## config.mk

```make
export PLATFORM = sky130hd
export DESIGN_NAME = nearest_sample_rate_converter
export DESIGN_NICKNAME = d
export VERILOG_FILES = /design/src/rtl/nsrc_pkg.sv /design/src/rtl/nearest_sample_rate_converter.sv /design/src/rtl/nsrc_datapath.sv /design/src/rtl/nsrc_ctrl.sv
export SDC_FILE = /design/constraint.sdc
export NUM_CORES = 1
export LEC_CHECK = 0
export BUFFER_PORTS_ARGS = -buffer_cell sky130_fd_sc_hd__clkbuf_2
export CAP_MARGIN = 0
export CORE_MARGIN = 3
export CORE_UTILIZATION = 35
export CTS_CLUSTER_DIAMETER = 120
export DETAILED_ROUTE_END_ITERATION = 6
export PLACE_DENSITY_LB_ADDON = 0.05
export SLEW_MARGIN = 25
export SYNTH_ARGS = -nofsm -noshare
export SYNTH_HDL_FRONTEND = slang
export SYNTH_SLANG_ARGS = --single-unit
```

## constraint.sdc

```tcl
create_clock -name clk -period 4.2 [get_ports clk]
set_clock_uncertainty 0.2 [all_clocks]
set_input_delay 0 -clock clk [delete_from_list [all_inputs] [get_ports clk]]
set_output_delay 0 -clock clk [all_outputs]
set_load 0.03 [all_outputs]
```

## src/rtl/nsrc_pkg.sv

```systemverilog
// nsrc_pkg: shared types and constants for the nearest sample rate converter
// no dependencies; imported by every module of the block
package nsrc_pkg;

  localparam int SAMPLE_W      = 16;
  localparam int STEP_W        = 13;
  localparam int WIDTH_W       = 2;
  localparam int PEAK_W        = 8;
  localparam int CFG_IDX_W     = 2;
  localparam int MAX_OUT       = 16;
  localparam int FRAC_BITS_DEF = 8;

  localparam logic [STEP_W-1:0]  STEP_RESET  = STEP_W'(256);
  localparam logic [WIDTH_W-1:0] WIDTH_16BIT = WIDTH_W'(2);
  localparam logic [WIDTH_W-1:0] WIDTH_RESET = WIDTH_16BIT;
  localparam logic [PEAK_W-1:0]  PEAK_MAX    = PEAK_W'(128);

  typedef enum logic [CFG_IDX_W-1:0] {
    REG_STEP_SIZE    = CFG_IDX_W'(0),
    REG_SAMPLE_WIDTH = CFG_IDX_W'(1)
  } cfg_reg_t;

  typedef enum logic {
    ST_IDLE,
    ST_EMIT
  } ctrl_state_t;

  typedef struct packed {
    logic load;
    logic emit;
  } ctrl_cmd_t;

  typedef struct packed {
    logic skip;
    logic last;
  } dp_status_t;

endpackage

```

## src/rtl/nearest_sample_rate_converter.sv

```systemverilog
// nearest_sample_rate_converter: top level, nearest-sample resampler with running peak
// depends on nsrc_pkg, nsrc_ctrl and nsrc_datapath
//
//  channel | handshake             | payload
//  --------+-----------------------+------------------------------------------------
//  in      | in_valid / in_stall   | in_raw_sample[15:0], in_end_of_sound
//  out     | out_valid / out_stall | out_sample[15:0], out_peak_level[7:0],
//          |                       | out_run_last, out_sound_end
//  cfg     | cfg_valid / cfg_ready | cfg_index[1:0], cfg_data[12:0]
//
// an input transaction has an accept step in ST_IDLE and then one emit step per output sample it produces
// (up to 16 outputs); a skipped input has only the accept step
// the emit sequencer produces one output per cycle while the output is not stalled, through a single result register
// reset clears phase, peak, state and the output valid flag and loads step 256 and 16-bit mode
// a stalled output holds the sequencer; the next input is taken while the last result waits
module nearest_sample_rate_converter
  import nsrc_pkg::*;
#(
  parameter int FRAC_BITS = FRAC_BITS_DEF
) (
  input  logic                       clk,
  input  logic                       rst_n,
  input  logic                       cfg_valid,
  output logic                       cfg_ready,
  input  logic [CFG_IDX_W-1:0]       cfg_index,
  input  logic [STEP_W-1:0]          cfg_data,
  input  logic                       in_valid,
  output logic                       in_stall,
  input  logic [SAMPLE_W-1:0]        in_raw_sample,
  input  logic                       in_end_of_sound,
  output logic                       out_valid,
  input  logic                       out_stall,
  output logic signed [SAMPLE_W-1:0] out_sample,
  output logic [PEAK_W-1:0]          out_peak_level,
  output logic                       out_run_last,
  output logic                       out_sound_end
);

  ctrl_cmd_t  cmd;
  dp_status_t sts;

  assign cfg_ready = 1'b1;

  nsrc_ctrl u_ctrl (
    .clk       (clk),
    .rst_n     (rst_n),
    .in_valid  (in_valid),
    .in_stall  (in_stall),
    .out_valid (out_valid),
    .out_stall (out_stall),
    .cmd       (cmd),
    .sts       (sts)
  );

  nsrc_datapath #(
    .FRAC_BITS (FRAC_BITS)
  ) u_datapath (
    .clk             (clk),
    .rst_n           (rst_n),
    .cfg_we          (cfg_valid & cfg_ready),
    .cfg_index       (cfg_index),
    .cfg_data        (cfg_data),
    .in_raw_sample   (in_raw_sample),
    .in_end_of_sound (in_end_of_sound),
    .cmd             (cmd),
    .sts             (sts),
    .out_sample      (out_sample),
    .out_peak_level  (out_peak_level),
    .out_run_last    (out_run_last),
    .out_sound_end   (out_sound_end)
  );

endmodule

```

## src/rtl/nsrc_datapath.sv

```systemverilog
// nsrc_datapath: config registers, phase accumulator, peak tracker, result register
// depends on nsrc_pkg; driven by nsrc_ctrl through ctrl_cmd_t
module nsrc_datapath
  import nsrc_pkg::*;
#(
  parameter int FRAC_BITS = FRAC_BITS_DEF
) (
  input  logic                       clk,
  input  logic                       rst_n,
  input  logic                       cfg_we,
  input  logic [CFG_IDX_W-1:0]       cfg_index,
  input  logic [STEP_W-1:0]          cfg_data,
  input  logic [SAMPLE_W-1:0]        in_raw_sample,
  input  logic                       in_end_of_sound,
  input  ctrl_cmd_t                  cmd,
  output dp_status_t                 sts,
  output logic signed [SAMPLE_W-1:0] out_sample,
  output logic [PEAK_W-1:0]          out_peak_level,
  output logic                       out_run_last,
  output logic                       out_sound_end
);

  localparam int PHASE_W  = ((FRAC_BITS > STEP_W) ? FRAC_BITS : STEP_W) + 1;
  localparam int MIN_STEP = ((1 << FRAC_BITS) + MAX_OUT - 1) / MAX_OUT;
  localparam logic [PHASE_W-1:0] ONE_POS = PHASE_W'(1) << FRAC_BITS;

  logic [STEP_W-1:0]   step_size_r;
  logic [WIDTH_W-1:0]  sample_width_r;
  logic [PHASE_W-1:0]  phase_r, phase_nxt;
  logic [PEAK_W-1:0]   peak_r, peak_nxt;
  logic [SAMPLE_W-1:0] sample_r;
  logic [PEAK_W-1:0]   mag_r;
  logic                eos_r;
  logic [SAMPLE_W-1:0] out_sample_r;
  logic [PEAK_W-1:0]   out_peak_r;
  logic                out_run_last_r;
  logic                out_sound_end_r;

  logic [SAMPLE_W-1:0] wide_sample;
  logic [SAMPLE_W-1:0] abs_sample;
  logic [STEP_W-1:0]   step_eff;
  logic [PHASE_W-1:0]  phase_sum;
  logic [PEAK_W-1:0]   peak_new;

  always_comb begin
    if (sample_width_r == WIDTH_16BIT) begin
      wide_sample = in_raw_sample;
    end else begin
      wide_sample = {in_raw_sample[7] ^ 1'b1, in_raw_sample[6:0], 8'h00};
    end
    abs_sample = wide_sample[SAMPLE_W-1] ? (~wide_sample + SAMPLE_W'(1)) : wide_sample;
    step_eff   = (step_size_r < STEP_W'(MIN_STEP)) ? STEP_W'(MIN_STEP) : step_size_r;
    phase_sum  = phase_r + PHASE_W'(step_eff);
    peak_new   = (mag_r > peak_r) ? mag_r : peak_r;
    sts.skip   = (phase_r >= ONE_POS);
    sts.last   = (phase_sum >= ONE_POS);
  end

  always_comb begin
    phase_nxt = phase_r;
    peak_nxt  = peak_r;
    if (cmd.load && sts.skip) begin
      phase_nxt = in_end_of_sound ? '0 : phase_r - ONE_POS;
      peak_nxt  = in_end_of_sound ? '0 : peak_r;
    end else if (cmd.emit) begin
      if (sts.last) begin
        phase_nxt = eos_r ? '0 : phase_sum - ONE_POS;
        peak_nxt  = eos_r ? '0 : peak_new;
      end else begin
        phase_nxt = phase_sum;
        peak_nxt  = peak_new;
      end
    end
  end

  always_ff @(posedge clk) begin
    if (!rst_n) begin
      step_size_r    <= STEP_RESET;
      sample_width_r <= WIDTH_RESET;
      phase_r        <= '0;
      peak_r         <= '0;
    end else begin
      if (cfg_we && cfg_index == REG_STEP_SIZE) begin
        step_size_r <= cfg_data;
      end
      if (cfg_we && cfg_index == REG_SAMPLE_WIDTH) begin
        sample_width_r <= cfg_data[WIDTH_W-1:0];
      end
      phase_r <= phase_nxt;
      peak_r  <= peak_nxt;
    end
  end

  always_ff @(posedge clk) begin
    if (cmd.load) begin
      sample_r <= wide_sample;
      mag_r    <= abs_sample[SAMPLE_W-1:SAMPLE_W-PEAK_W];
      eos_r    <= in_end_of_sound;
    end
    if (cmd.emit) begin
      out_sample_r    <= sample_r;
      out_peak_r      <= peak_new;
      out_run_last_r  <= sts.last;
      out_sound_end_r <= sts.last & eos_r;
    end
  end

  assign out_sample     = out_sample_r;
  assign out_peak_level = out_peak_r;
  assign out_run_last   = out_run_last_r;
  assign out_sound_end  = out_sound_end_r;

endmodule

```

## src/rtl/nsrc_ctrl.sv

```systemverilog
// nsrc_ctrl: sequencer for accept and per-output emit, owns the result valid flag
// depends on nsrc_pkg; commands nsrc_datapath
module nsrc_ctrl
  import nsrc_pkg::*;
(
  input  logic       clk,
  input  logic       rst_n,
  input  logic       in_valid,
  output logic       in_stall,
  output logic       out_valid,
  input  logic       out_stall,
  output ctrl_cmd_t  cmd,
  input  dp_status_t sts
);

  ctrl_state_t st_r, st_nxt;
  logic        out_valid_r, out_valid_nxt;
  logic        slot_free;

  always_ff @(posedge clk) begin
    if (!rst_n) begin
      st_r        <= ST_IDLE;
      out_valid_r <= 1'b0;
    end else begin
      st_r        <= st_nxt;
      out_valid_r <= out_valid_nxt;
    end
  end

  always_comb begin
    st_nxt    = st_r;
    slot_free = !out_valid_r || !out_stall;
    in_stall  = 1'b1;
    cmd.load  = 1'b0;
    cmd.emit  = 1'b0;
    unique case (st_r)
      ST_IDLE: begin
        in_stall = 1'b0;
        cmd.load = in_valid;
        if (in_valid && !sts.skip) begin
          st_nxt = ST_EMIT;
        end
      end
      ST_EMIT: begin
        cmd.emit = slot_free;
        if (slot_free && sts.last) begin
          st_nxt = ST_IDLE;
        end
      end
      default: begin
        st_nxt = ST_IDLE;
      end
    endcase
    if (cmd.emit) begin
      out_valid_nxt = 1'b1;
    end else if (!out_stall) begin
      out_valid_nxt = 1'b0;
    end else begin
      out_valid_nxt = out_valid_r;
    end
  end

  assign out_valid = out_valid_r;

`ifndef SYNTH
  a_valid_from_emit: assert property (@(posedge clk) disable iff (!rst_n)
    $rose(out_valid_r) |-> $past(st_r == ST_EMIT))
    else $error("result valid raised outside emit state");

  a_hold_when_blocked: assert property (@(posedge clk) disable iff (!rst_n)
    (st_r == ST_EMIT && out_valid_r && out_stall) |=> (st_r == ST_EMIT && out_valid_r))
    else $error("emit progressed while result slot was blocked");

  a_last_frees_input: assert property (@(posedge clk) disable iff (!rst_n)
    (cmd.emit && sts.last) |=> !in_stall)
    else $error("input still stalled after final output of a transaction");
`endif

endmodule

```

-- Word-level counts from Yosys, hierarchy flattened
Cells that the tools add are included.
W data, S select, Z words.
- logic and storage cells: 64
- input port bits: 37
- bits in registers: 90
- output and inout port bits: 29
- reductions and logical operators: 12
- bitwise operators: 4
- equality and inequality tests: 4
- order comparisons: 4
- add/subtract/negate cells: 4
- muxes and demuxes: 22
- operators with widths (operator ; number):
    $mux W14 ; 5
    $mux W8 ; 6
    $ge A14 B9 Y1 const B ; 2
    $sub A14 B9 Y14 const B ; 2
    $add A16 B1 Y16 const B ; 1
    $mux W16 ; 1
    $not A16 Y16 ; 1
    $mux W15 ; 1
    $add A14 B13 Y14 ; 1
    $lt A13 B5 Y1 const B ; 1
    $mux W13 ; 1
    $gt A8 B8 Y1 ; 1
    $mux W1 ; 7
    $logic_and A1 B1 Y1 ; 5
    $logic_not A1 Y1 ; 3
    $eq A2 B1 Y1 const B ; 1
    $eq A2 B2 Y1 const B ; 1
    $logic_not A2 Y1 ; 1
    $ne A2 B1 Y1 const B ; 1
    $ne A2 B2 Y1 const B ; 1
    $not A1 Y1 ; 2
    $pmux W1 S2 ; 1
    $reduce_and A2 Y1 ; 1
    $reduce_bool A2 Y1 ; 1
    2 further kinds ; 2

-- Longest topological paths before layout
- word-level depth: 8
- depth in mapped cells: 19
- depth with buffers taken out: 17

-- Modules after synthesis
From an unflattened synthesis, not the netlist that was laid out.
- cells, all modules: 491
- area total of the unflattened synthesis: 4932.2 µm²
- by module, submodules not included (module ; cells each ; times used ; area each (µm²) ; sequential area each (µm²)):
    nsrc_datapath ; 479 ; 1 ; 4819.6 ; 2272.2
    nsrc_ctrl ; 10 ; 1 ; 101.3 ; 40.0
    nearest_sample_rate_converter ; 2 ; 1 ; 11.3 ; 0.0

-- Worst setup path before layout
Ideal clock, no wire load.
- path kind: flip-flop to flip-flop
- start: register u_datapath.step_size_r[7]
- end: register u_datapath.peak_r[0]
- setup time: 0.119 ns
- period minus slack after synthesis: 3.796 ns
- arrival: 3.477 ns
- path slack: 0.404 ns
- stages on the path, launching flop included: 18
- buffers on the path: 2
- required time: 3.881 ns
- path through: dfxtp_1 -> nor4_1 -> nand3_1 -> nand2_1 -> inv_1 -> ha_1 -> a211oi_2 -> o31ai_4 -> a21o_1 -> xnor2_1 -> ha_1 -> and4b_1 -> nand4_1 -> o311ai_1 -> o31a_1 -> buf_2 -> buf_2 -> o21ai_1
- word-level cells in the longest chain between the ends: 7
- ends and longest elaborated chain (element ; line ; source):
    start: declaration ; nsrc_datapath.sv:27 ; logic [STEP_W-1:0] step_size_r;
    start signal: assignment ; nsrc_datapath.sv:84 ; step_size_r <= cfg_data;
    $lt A13 B5 Y1 ; nsrc_datapath.sv:52 ; step_eff = (step_size_r < STEP_W'(MIN_STEP)) ? STEP_W'(MIN_STEP) : step_size_r;
    $mux W13 * ; nsrc_datapath.sv:52 ;
    $add A14 B13 Y14 * ; nsrc_datapath.sv:53 ; phase_sum = phase_r + PHASE_W'(step_eff);
    $ge A14 B9 Y1 * ; nsrc_datapath.sv:56 ; sts.last = (phase_sum >= ONE_POS);
    $mux W8 * ; nsrc_datapath.sv:66 ; if (sts.last) begin
    $mux W8 * ; nsrc_datapath.sv:65 ; end else if (cmd.emit) begin
    $mux W8 * ; nsrc_datapath.sv:62 ; if (cmd.load && sts.skip) begin
    end signal: assignment ; nsrc_datapath.sv:90 ; peak_r <= peak_nxt;
    end: declaration ; nsrc_datapath.sv:30 ; logic [PEAK_W-1:0] peak_r, peak_nxt;
Every way passes the cells marked *; elsewhere a longest branch is shown, timed or not. The select of a mux whose other input is x is not followed.
A chain may end at the register's enable or synchronous reset.

-- Worst setup path in the final report
- start: register u_datapath.step_size_r[11]
- end: register u_datapath.phase_r[8]
- word-level cells in the longest chain between the ends: 8
- elaborated cells between the ends (all ways): 9
- those cells by class: add/sub (2); order compare (2); mux (5)
- ends and longest elaborated chain (element ; line ; source):
    $lt A13 B5 Y1 ; nsrc_datapath.sv:52 ;
    $mux W13 * ; nsrc_datapath.sv:52 ;
    $add A14 B13 Y14 * ; nsrc_datapath.sv:53 ;
    $sub A14 B9 Y14 ; nsrc_datapath.sv:67 ; phase_nxt = eos_r ? '0 : phase_sum - ONE_POS;
    $mux W14 ; nsrc_datapath.sv:67 ;
    $mux W14 * ; nsrc_datapath.sv:66 ;
    $mux W14 * ; nsrc_datapath.sv:65 ;
    $mux W14 * ; nsrc_datapath.sv:62 ;
    end signal: assignment ; nsrc_datapath.sv:89 ; phase_r <= phase_nxt;
    end: declaration ; nsrc_datapath.sv:29 ; logic [PHASE_W-1:0] phase_r, phase_nxt;
Marked as above.

==> results.py <==
metrics = {
    "run_status": {
        "status": "complete, no violations",
    },
    "job": {
        "maxCapViolations": 0,
    },
    "layout": {
        "syn2layout_area_growth_pct": 29.1,
        "design_area_sq_mm": 0.00605,
        "diodes": 0,
        "final_cell_count_no_fill": 746,
        "final_core_util": 0.470,
        "nNetsFinal": 632,
        "drive_gt1_frac": 0.204,
    },
    "sta": {
        "rsz0062_at_grt": "true",
        "hold_violations": 0,
        "timing.final.crit_share": 0.924,
        "fmax_mhz": 258,
        "fin_ws_ns": 0.318,
        "setup_viol": 0,
        "slew_headroom": 0.371,
        "finalMaxSlewViolations": 0,
        "period_needed_ns": 3.88,
        "tightest_slew_ns": 0.944,
        "holdWs_ns": 0.0627,
    },
    "clock_tree": {
        "cts_buffers": 9,
        "root_buffer": "clkbuf_16",
        "clock_latency_ns": 0.34,
        "tritoncts": "done",
        "cts_sinks": 90,
        "clk_pin_slew_ns": 0.07,
        "clockBufferDepth": 2,
        "h-tree-depth": 3,
    },
    "logic_synthesis": {
        "synth.avg_cell_area_sq_um": 10.2,
        "ys_seq_elements": 90,
        "yosys.cell_types.count": 62,
        "synth-seq-area-share": 0.494,
        "synth_cells": 458,
        "synth_area_sq_mm": 0.00468,
        "async_flop_share": 0,
        "synth_top_area_share": 0.327,
        "ys_warn_count": 0,
        "synthFlopType": "edfxtp_1",
        "synth_top_area_cell": "edfxtp_1",
        "synth_fp_nets": 521,
        "synth-edff-count": 51,
        "ys_top_cells_by_area": "edfxtp_1 33%, dfxtp_1 17%, ha_1 6.7%",
    },
    "critical_path": {
        "r2r-start": "u_datapath.step_size_r[11]",
        "critPathMaxFanout": 6,
        "crit_path_end_kind": "register",
        "r2r-end": "u_datapath.phase_r[8]",
        "start_kind": "register",
        "r2r_slack_ns": 0.32,
        "worst_ep_required_time_ns": 4.25,
        "cp.arrival_ns": 3.93,
        "path_class": "reg -> reg",
        "reg2reg_depth": 18,
    },
    "power": {
        "power_frac_seq": 0.418,
        "peakVddDrop_uv": 237,
        "p_per_area_mw_per_mm2": 426,
        "combPwrFrac": 0.251,
        "p_sw_mw": 0.806,
        "leakagePower_nw": 2.38,
        "clock_power_share": 0.331,
        "switching_share": 0.313,
        "p_int_mw": 1.77,
    },
    "grt": {
        "overflow": 0,
        "grt_pass1_vias": 3693,
        "antenna_found_initial": 0,
        "grt_max_degree": 28,
        "grt_usage": 0.165,
        "grt_pass1_wl_mm": 18.9,
    },
    "drt": {
        "drtPass1Iterations": 4,
        "drtAntennaViolNets": 0,
        "via_per_inst": 4.98,
        "route.detailed.drc": 0,
        "num_vias": 3718,
        "drt_iter0_drc": 236,
        "post_drt_wl_per_cell_microns": 15.5,
        "wirelength_mm": 11.5,
    },
    "floorplan": {
        "die_h_microns": 122,
        "std_cell_rows": 41,
        "initial_core_util": 0.364,
        "die_w_microns": 122,
        "io_pins": 66,
        "die_area_sq_mm": 0.0148,
        "core_area_sq_mm": 0.0129,
    },
    "worst_hold_path": {
        "hold_path.class": "in -> reg",
        "hold_start": "rst_n",
        "whs_endpoint": "u_ctrl.st_r",
        "holdPathStages": 3,
    },
    "placed_design": {
        "pre_cts_ws_ns": 0.105,
        "dp.cells": 682,
        "dp_hpwl_mm": 8.50,
        "placed_area_sq_mm": 0.00521,
        "globalplace.congestion": 0.815,
        "port_buffers": 64,
    },
}
-- synth_stat cells (2+ instances only) --
library cell,count
a311oi_2,2
a32o_1,4
a21o_1,8
nor2_1,16
o31ai_1,9
o21ai_0,16
or3_1,2
a2111oi_0,2
o21ai_1,11
clkbuf_1,17
nor3b_1,2
nor4_1,3
o21a_1,3
a211o_1,2
nor2b_1,4
and3_1,7
nand2b_1,6
a31oi_1,2
a21oi_1,16
nand4b_1,2
o22ai_1,3
nand3b_1,2
nor3_1,10
mux2_2,12
xor2_1,2
and2_1,14
a21boi_0,12
xnor2_1,15
a211oi_2,2
mux2i_1,5
dfxtp_1,39
buf_2,3
ha_1,25
o211ai_1,3
edfxtp_1,51
nand3_1,5
inv_1,22
nand2_1,73
o311ai_1,3
-- layout by cell type (no fill, tap or decap), drive strengths merged, types with 10 or more instances in the layout --
cell          n
nand2        73
clkbuf       73
edfxtp       51
dlygate4sd3  47
dfxtp        39
o21ai        28
inv          27
ha           25
nor2         16
a21oi        16
xnor2        15
and2         14
a21boi       13
mux2         12
nor3         10
o31ai        10
buf          10
-- through the flow --
stage                     power [mW]   TNS, ns
final                           2.58         0
after detailed placement        1.70         0
after global routing            2.72  -0.00650
after CTS                       2.60         0
after global placement          1.70         0
after floorplan                 1.51         0
-- worst max-delay path, stage by stage, from the launching register on --
cell	delay [ns]
dfxtp_1	0.38
nor2_1	0.08
nand3_2	0.10
and2_1	0.13
ha_1	0.17
inv_1	0.06
fa_1	0.39
nand2b_1	0.19
a211oi_2	0.29
o21ai_1	0.15
a21bo_4	0.23
inv_1	0.05
ha_1	0.16
and4b_1	0.18
nand4_1	0.11
o311ai_2	0.10
buf_4	0.17
or3_4	0.37
o311ai_1	0.26
-- routing by layer --
metal	GRT usage	vias up	routed length, microns
met1	0.239	1742	5940
met3	0.0325	13	472
met4	0.0532	0	156
li1	-	1876	-
met5	0	-	0
met2	0.249	87	4970
-- registers in the layout, summed over array words and instances (netlist names) --
signal,cells
u_ctrl.out_valid,1
u_datapath.step_size_r,13
u_ctrl.st_r,1
u_datapath.sample_r,16
u_datapath.eos_r,1
u_datapath.out_sound_end,1
u_datapath.sample_width_r,2
u_datapath.mag_r,8
u_datapath.out_run_last,1
u_datapath.out_peak_level,8
u_datapath.peak_r,8
u_datapath.phase_r,14
u_datapath.out_sample,16
-- kinds of logic after synthesis --
group	count (synthesis)	share of synthesized area
compound gates	110	0.168
xor+xnor	17	0.0318
fa+ha+maj	26	0.0710
buf+inv	43	0.0361
flops	90	0.494
mux	17	0.0395
other cells	1	0.000801
simple gates	154	0.159
-- power groups by stage --
stage                     Combinational [mW]  Sequential (mW)  Clock, mW
after floorplan                        0.383             1.13          0
after global placement                 0.605             1.10          0
after detailed placement               0.606             1.10          0
after CTS                              0.639             1.08      0.879
after global routing                   0.718             1.09      0.915
final                                  0.647             1.08      0.853
-- worst max-delay path by stage --
stage / start / endpoint / slack [ns] / cells after the start
floorplan: u_datapath.step_size_r[7] / u_datapath.peak_r[0] / 0.40 / 17
global placement: u_datapath.step_size_r[9] / u_datapath.phase_r[8] / 0.20 / 18
detailed placement: u_datapath.step_size_r[7] / u_datapath.phase_r[8] / 0.10 / 18
CTS: u_datapath.step_size_r[7] / u_datapath.phase_r[8] / 0.09 / 18
global route: u_datapath.step_size_r[7] / u_datapath.phase_r[12] / -0.006 / 16
finish: u_datapath.step_size_r[11] / u_datapath.phase_r[8] / 0.32 / 18
-- final cells by class --
cell class	count	area [sq um]
multi-input combinational	325	2240
clock buffer	9	225
tap	172	215
fill	1231	6830
clock inverter	7	92.6
sequential	90	2310
inverter	22	82.6
timing repair buffer	121	878
-- timing repair --
action                                 CTS  global route
hold buffers                            47             0
setup endpoints to repair                0            24
resized for setup                        0             8
endpoints found under the hold margin   41             0
buffers inserted                         0             1
Power figures use the tool's default switching activity.
